--- config.mk ---
export PLATFORM = sky130hd
export DESIGN_NAME = qrt_csr
export DESIGN_NICKNAME = d
export VERILOG_FILES = /design/src/rtl/qrt_pkg.sv /design/src/rtl/qrt_csr.sv
export SDC_FILE = /design/constraint.sdc
export NUM_CORES = 1
export LEC_CHECK = 0
export ABC_AREA = 0
export BUFFER_PORTS_ARGS = -buffer_cell sky130_fd_sc_hd__clkbuf_2
export CORE_ASPECT_RATIO = 1.75
export CORE_MARGIN = 2
export CORE_UTILIZATION = 55
export DETAILED_ROUTE_END_ITERATION = 6
export GPL_ROUTABILITY_DRIVEN = 0
export MAX_ROUTING_LAYER = met4
export PLACE_DENSITY = 0.85
export SYNTH_ARGS = -nofsm -noshare
export SYNTH_HDL_FRONTEND = slang
export SYNTH_SLANG_ARGS = --single-unit
--- constraint.sdc ---
create_clock -name clock -period 2.9 [get_ports clock]
set_input_delay 0.145 -clock clock [delete_from_list [all_inputs] [get_ports clock]]
set_output_delay 0.145 -clock clock [all_outputs]
set_load 0.02 [all_outputs]
--- src/rtl/qrt_pkg.sv ---
// types and constants shared by the quaternion point transform
// no dependencies; used by every module of the block
`timescale 1ns / 1ps
`default_nettype none

package qrt_pkg;

   typedef logic signed [17:0] quat_type;
   typedef logic signed [31:0] coord_type;
   typedef logic signed [21:0] entry_type;

   localparam logic [1:0] MODE_RIGID   = 2'd0;
   localparam logic [1:0] MODE_REVERSE = 2'd2;

   typedef struct packed {
      coord_type point_x;
      coord_type point_y;
      coord_type point_z;
   } req_word_type;

   typedef struct packed {
      coord_type result_x;
      coord_type result_y;
      coord_type result_z;
      logic      saturated;
   } rsp_word_type;

   typedef struct packed {
      quat_type   quat_w;
      quat_type   quat_x;
      quat_type   quat_y;
      quat_type   quat_z;
      coord_type  offset_x;
      coord_type  offset_y;
      coord_type  offset_z;
      logic [1:0] mode;
   } cfg_type;

   typedef struct packed {
      entry_type    m00;
      entry_type    m01;
      entry_type    m02;
      entry_type    m10;
      entry_type    m11;
      entry_type    m12;
      entry_type    m20;
      entry_type    m21;
      entry_type    m22;
      req_word_type point;
   } mat_word_type;

endpackage

`default_nettype wire

--- src/rtl/qrt_csr.sv ---
// register file of the quaternion point transform, apb-style write and read
// depends on qrt_pkg
`timescale 1ns / 1ps
`default_nettype none

module qrt_csr
   import qrt_pkg::*;
(
   input  wire logic        clock,
   input  wire logic        reset,
   input  wire logic        psel,
   input  wire logic        penable,
   input  wire logic        pwrite,
   input  wire logic [4:0]  paddr,
   input  wire logic [31:0] pwdata,
   output logic      [31:0] prdata,
   output logic             pready,
   output cfg_type          cfg
);

   localparam logic [2:0] REG_QUAT_W   = 3'd0;
   localparam logic [2:0] REG_QUAT_X   = 3'd1;
   localparam logic [2:0] REG_QUAT_Y   = 3'd2;
   localparam logic [2:0] REG_QUAT_Z   = 3'd3;
   localparam logic [2:0] REG_OFFSET_X = 3'd4;
   localparam logic [2:0] REG_OFFSET_Y = 3'd5;
   localparam logic [2:0] REG_OFFSET_Z = 3'd6;
   localparam logic [2:0] REG_MODE     = 3'd7;

   cfg_type    cfg_ff;
   logic [2:0] index;
   logic       write_en;

   assign index    = paddr[4:2];
   assign write_en = psel & penable & pwrite;
   assign pready   = 1'b1;
   assign cfg      = cfg_ff;

   always_ff @(posedge clock) begin
      if (reset) begin
         cfg_ff.quat_w   <= 18'sd65536;
         cfg_ff.quat_x   <= '0;
         cfg_ff.quat_y   <= '0;
         cfg_ff.quat_z   <= '0;
         cfg_ff.offset_x <= '0;
         cfg_ff.offset_y <= '0;
         cfg_ff.offset_z <= '0;
         cfg_ff.mode     <= MODE_RIGID;
      end else if (write_en) begin
         unique case (index)
            REG_QUAT_W:   cfg_ff.quat_w   <= pwdata[17:0];
            REG_QUAT_X:   cfg_ff.quat_x   <= pwdata[17:0];
            REG_QUAT_Y:   cfg_ff.quat_y   <= pwdata[17:0];
            REG_QUAT_Z:   cfg_ff.quat_z   <= pwdata[17:0];
            REG_OFFSET_X: cfg_ff.offset_x <= pwdata;
            REG_OFFSET_Y: cfg_ff.offset_y <= pwdata;
            REG_OFFSET_Z: cfg_ff.offset_z <= pwdata;
            REG_MODE:     cfg_ff.mode     <= pwdata[1:0];
            default:      cfg_ff.mode     <= cfg_ff.mode;
         endcase
      end
   end

   always_comb begin
      unique case (index)
         REG_QUAT_W:   prdata = {{14{cfg_ff.quat_w[17]}}, cfg_ff.quat_w};
         REG_QUAT_X:   prdata = {{14{cfg_ff.quat_x[17]}}, cfg_ff.quat_x};
         REG_QUAT_Y:   prdata = {{14{cfg_ff.quat_y[17]}}, cfg_ff.quat_y};
         REG_QUAT_Z:   prdata = {{14{cfg_ff.quat_z[17]}}, cfg_ff.quat_z};
         REG_OFFSET_X: prdata = cfg_ff.offset_x;
         REG_OFFSET_Y: prdata = cfg_ff.offset_y;
         REG_OFFSET_Z: prdata = cfg_ff.offset_z;
         REG_MODE:     prdata = {30'd0, cfg_ff.mode};
         default:      prdata = '0;
      endcase
   end

endmodule

`default_nettype wire

==> impl_metrics.ini <==
[synthesis]
synth_area_leaders = dfxtp_1, nand2_1, a21oi_1, mux2i_1, buf_2
synth-seq-cells = 170
synth_nets = 1018
syn_area_um2 = 7510
synth_top_area_share = 0.453
seq_area_frac_synth = 0.453
synth_area_per_cell_um2 = 7.70
synth.most_common_cell = nand2_1
synth_common_cells = nand2_1, a21oi_1, dfxtp_1
synth_edf_count = 0
synth_ff_type = dfxtp_1
synthCells = 976
ys_warn_count = 0
synth_cell_type_count = 43
yosys.area.top_type = dfxtp_1
synth-async-reset-ratio = 0

[power]
p_clk_frac = 0.462
p_seq_frac = 0.458
p_leak_nw = 3.80
p_int_mw = 3.88
power_frac_comb = 0.080
max-vdd-ir-drop_mv = 0.423
p_per_area_nw_per_um2 = 546
p_sw_frac = 0.250
netSwitchingPower_mw = 1.29
power_mw = 5.17

[floorplanning]
row_count = 56
io_pins = 245
die_w_um = 92.3
start_util = 0.561
die_height_um = 159
core_um2 = 13400
die_area_um2 = 14600

[route]
ant_nets = 0
drtIter0Drc = 528
viasPerCell = 5.79
drc_errors = 0
routed_wl_um = 25600
drt-wirelength-per-cell_um = 18.6
drt-pass1-iter-count = 5
vias = 7941

[sta]
fmax_mhz = 438
relSlewSlack = 0.349
tightest_slew_ns = 0.973
finClkSkew_ns = 0
finalCritPeriodShare = 0.787
hold_viol_final = 0
maxSlewViolCount = 0
setup_viol = 0
tns_ns = 0
rsz0062_at_grt = false
fin_crit_ns = 2.28
fin_ws_ns = 0.618

[final_layout]
area_growth_pct = 26.0
drive_above_1_share = 0.265
fin_nets = 1227
fill_cells = 1105
largest_reg_flops = 170
n_antenna_cell = 0
finalInstanceArea_um2 = 9470

[setup_path]
cp_max_fo = 15
path_class = register to primary output
critPathRequiredTime_ns = 2.76
cp.arrival_ns = 2.14
worst_setup_path_start_kind = register
worstSetupEndpointType = primary output

[clocking]
post-cts-setup-buffers = 0
hold_buffers = 14
cts.sinks = 170
cts_buffer_depth = 2
ctsResizeCount = 0
cts_tree = built
cts_root_buf = clkbuf_16
numCtsBuffers = 17
clk_pin_slew_ns = 0.07
insertion_delay_ns = 0.42
h-tree-depth = 4

[grt]
grt_max_degree = 172
grt_pass1_vias = 7532
antenna_found_initial = 0
grt.total_usage = 0.350
grt_pass1_wl_um = 38700
gr-total-overflow = 0

[place]
place_hpwl_um = 16400
dp_slack_ns = 0.686
dpl_cell_area_um2 = 8710
io_buffer_count = 241

[job]
maxCapViolCount = 0

[run_status]
outcome = complete, no violations

[min_path]
hp-class = input pin to register
[cell type report]
cell class	count	area [um2]	area share
Clock buffer	18	439	0.0464
Clock inverter	14	181	0.0192
Tap cell	174	218	0.0230
Inverter	3	11.3	0.00119
Timing Repair Buffer	270	1510	0.160
Sequential cell	170	3400	0.360
Multi-Input combinational cell	723	3700	0.391
[final timing paths]
kind	from	endpoint	slack (ns)	cells past startpoint
hold / removal	pwdata[7]	cfg[73]	0.03	3
setup reg to reg	cfg[137]	cfg[137]	2.15	2
setup / recovery	cfg[115]	prdata[31]	0.62	4
hold reg to reg	cfg[64]	cfg[64]	0.47	2
[power groups by stage]
| stage | Combinational (mW) | Clock (mW) | Sequential (mW) |
|---|---|---|---|
| after floorplan | 0.225 | 0 | 2.44 |
| after global placement | 0.389 | 0 | 2.42 |
| after detailed placement | 0.392 | 0 | 2.42 |
| after CTS | 0.409 | 2.41 | 2.37 |
| after global routing | 0.440 | 2.50 | 2.37 |
| final | 0.416 | 2.39 | 2.37 |
[metrics by stage]
stage,cells,hold WS [ns],util
2_1_floorplan,976,0.262,-
3_3_place_gp,1326,0.399,0.651
3_5_place_dp,1326,0.404,0.651
4_1_cts,1372,0.0211,0.707
5_1_grt,1372,0.0422,0.707
6_report,1372,0.0329,0.707
[critical path: stages, from the launching register on]
cell	delay [ns]
dfxtp_1	0.33
mux4_2	0.47
nor2_2	0.56
a31oi_1	0.15
clkbuf_2	0.20
[logic make-up after synthesis]
kind of cell | count (synthesis) | synth area share
buffers and inverters | 83 | 0.0585
multiplexers | 48 | 0.0678
other | 1 | 0.000499
AO/OA/AOI/OAI | 238 | 0.178
AND/OR/NAND/NOR | 436 | 0.243
flip-flops | 170 | 0.453
[routing by layer]
metal | track usage | share of wire
met5 | - | 0
met1 | 0.386 | 0.37
met4 | 0.192 | 0.047
met3 | 0.0535 | 0.072
met2 | 0.602 | 0.51
[cells in the final DEF (no fill, tap or decap), types with 9 or more instances in the layout]
master,n
or2_2,10
clkbuf_2,238
nor2_1,17
dfxtp_1,170
a21oi_1,175
a31oi_1,17
nand2_1,365
buf_4,13
o22a_1,9
clkbuf_16,17
a211oi_1,9
dlygate4sd3_1,14
mux2i_1,43
Power figures use the tool's default switching activity.
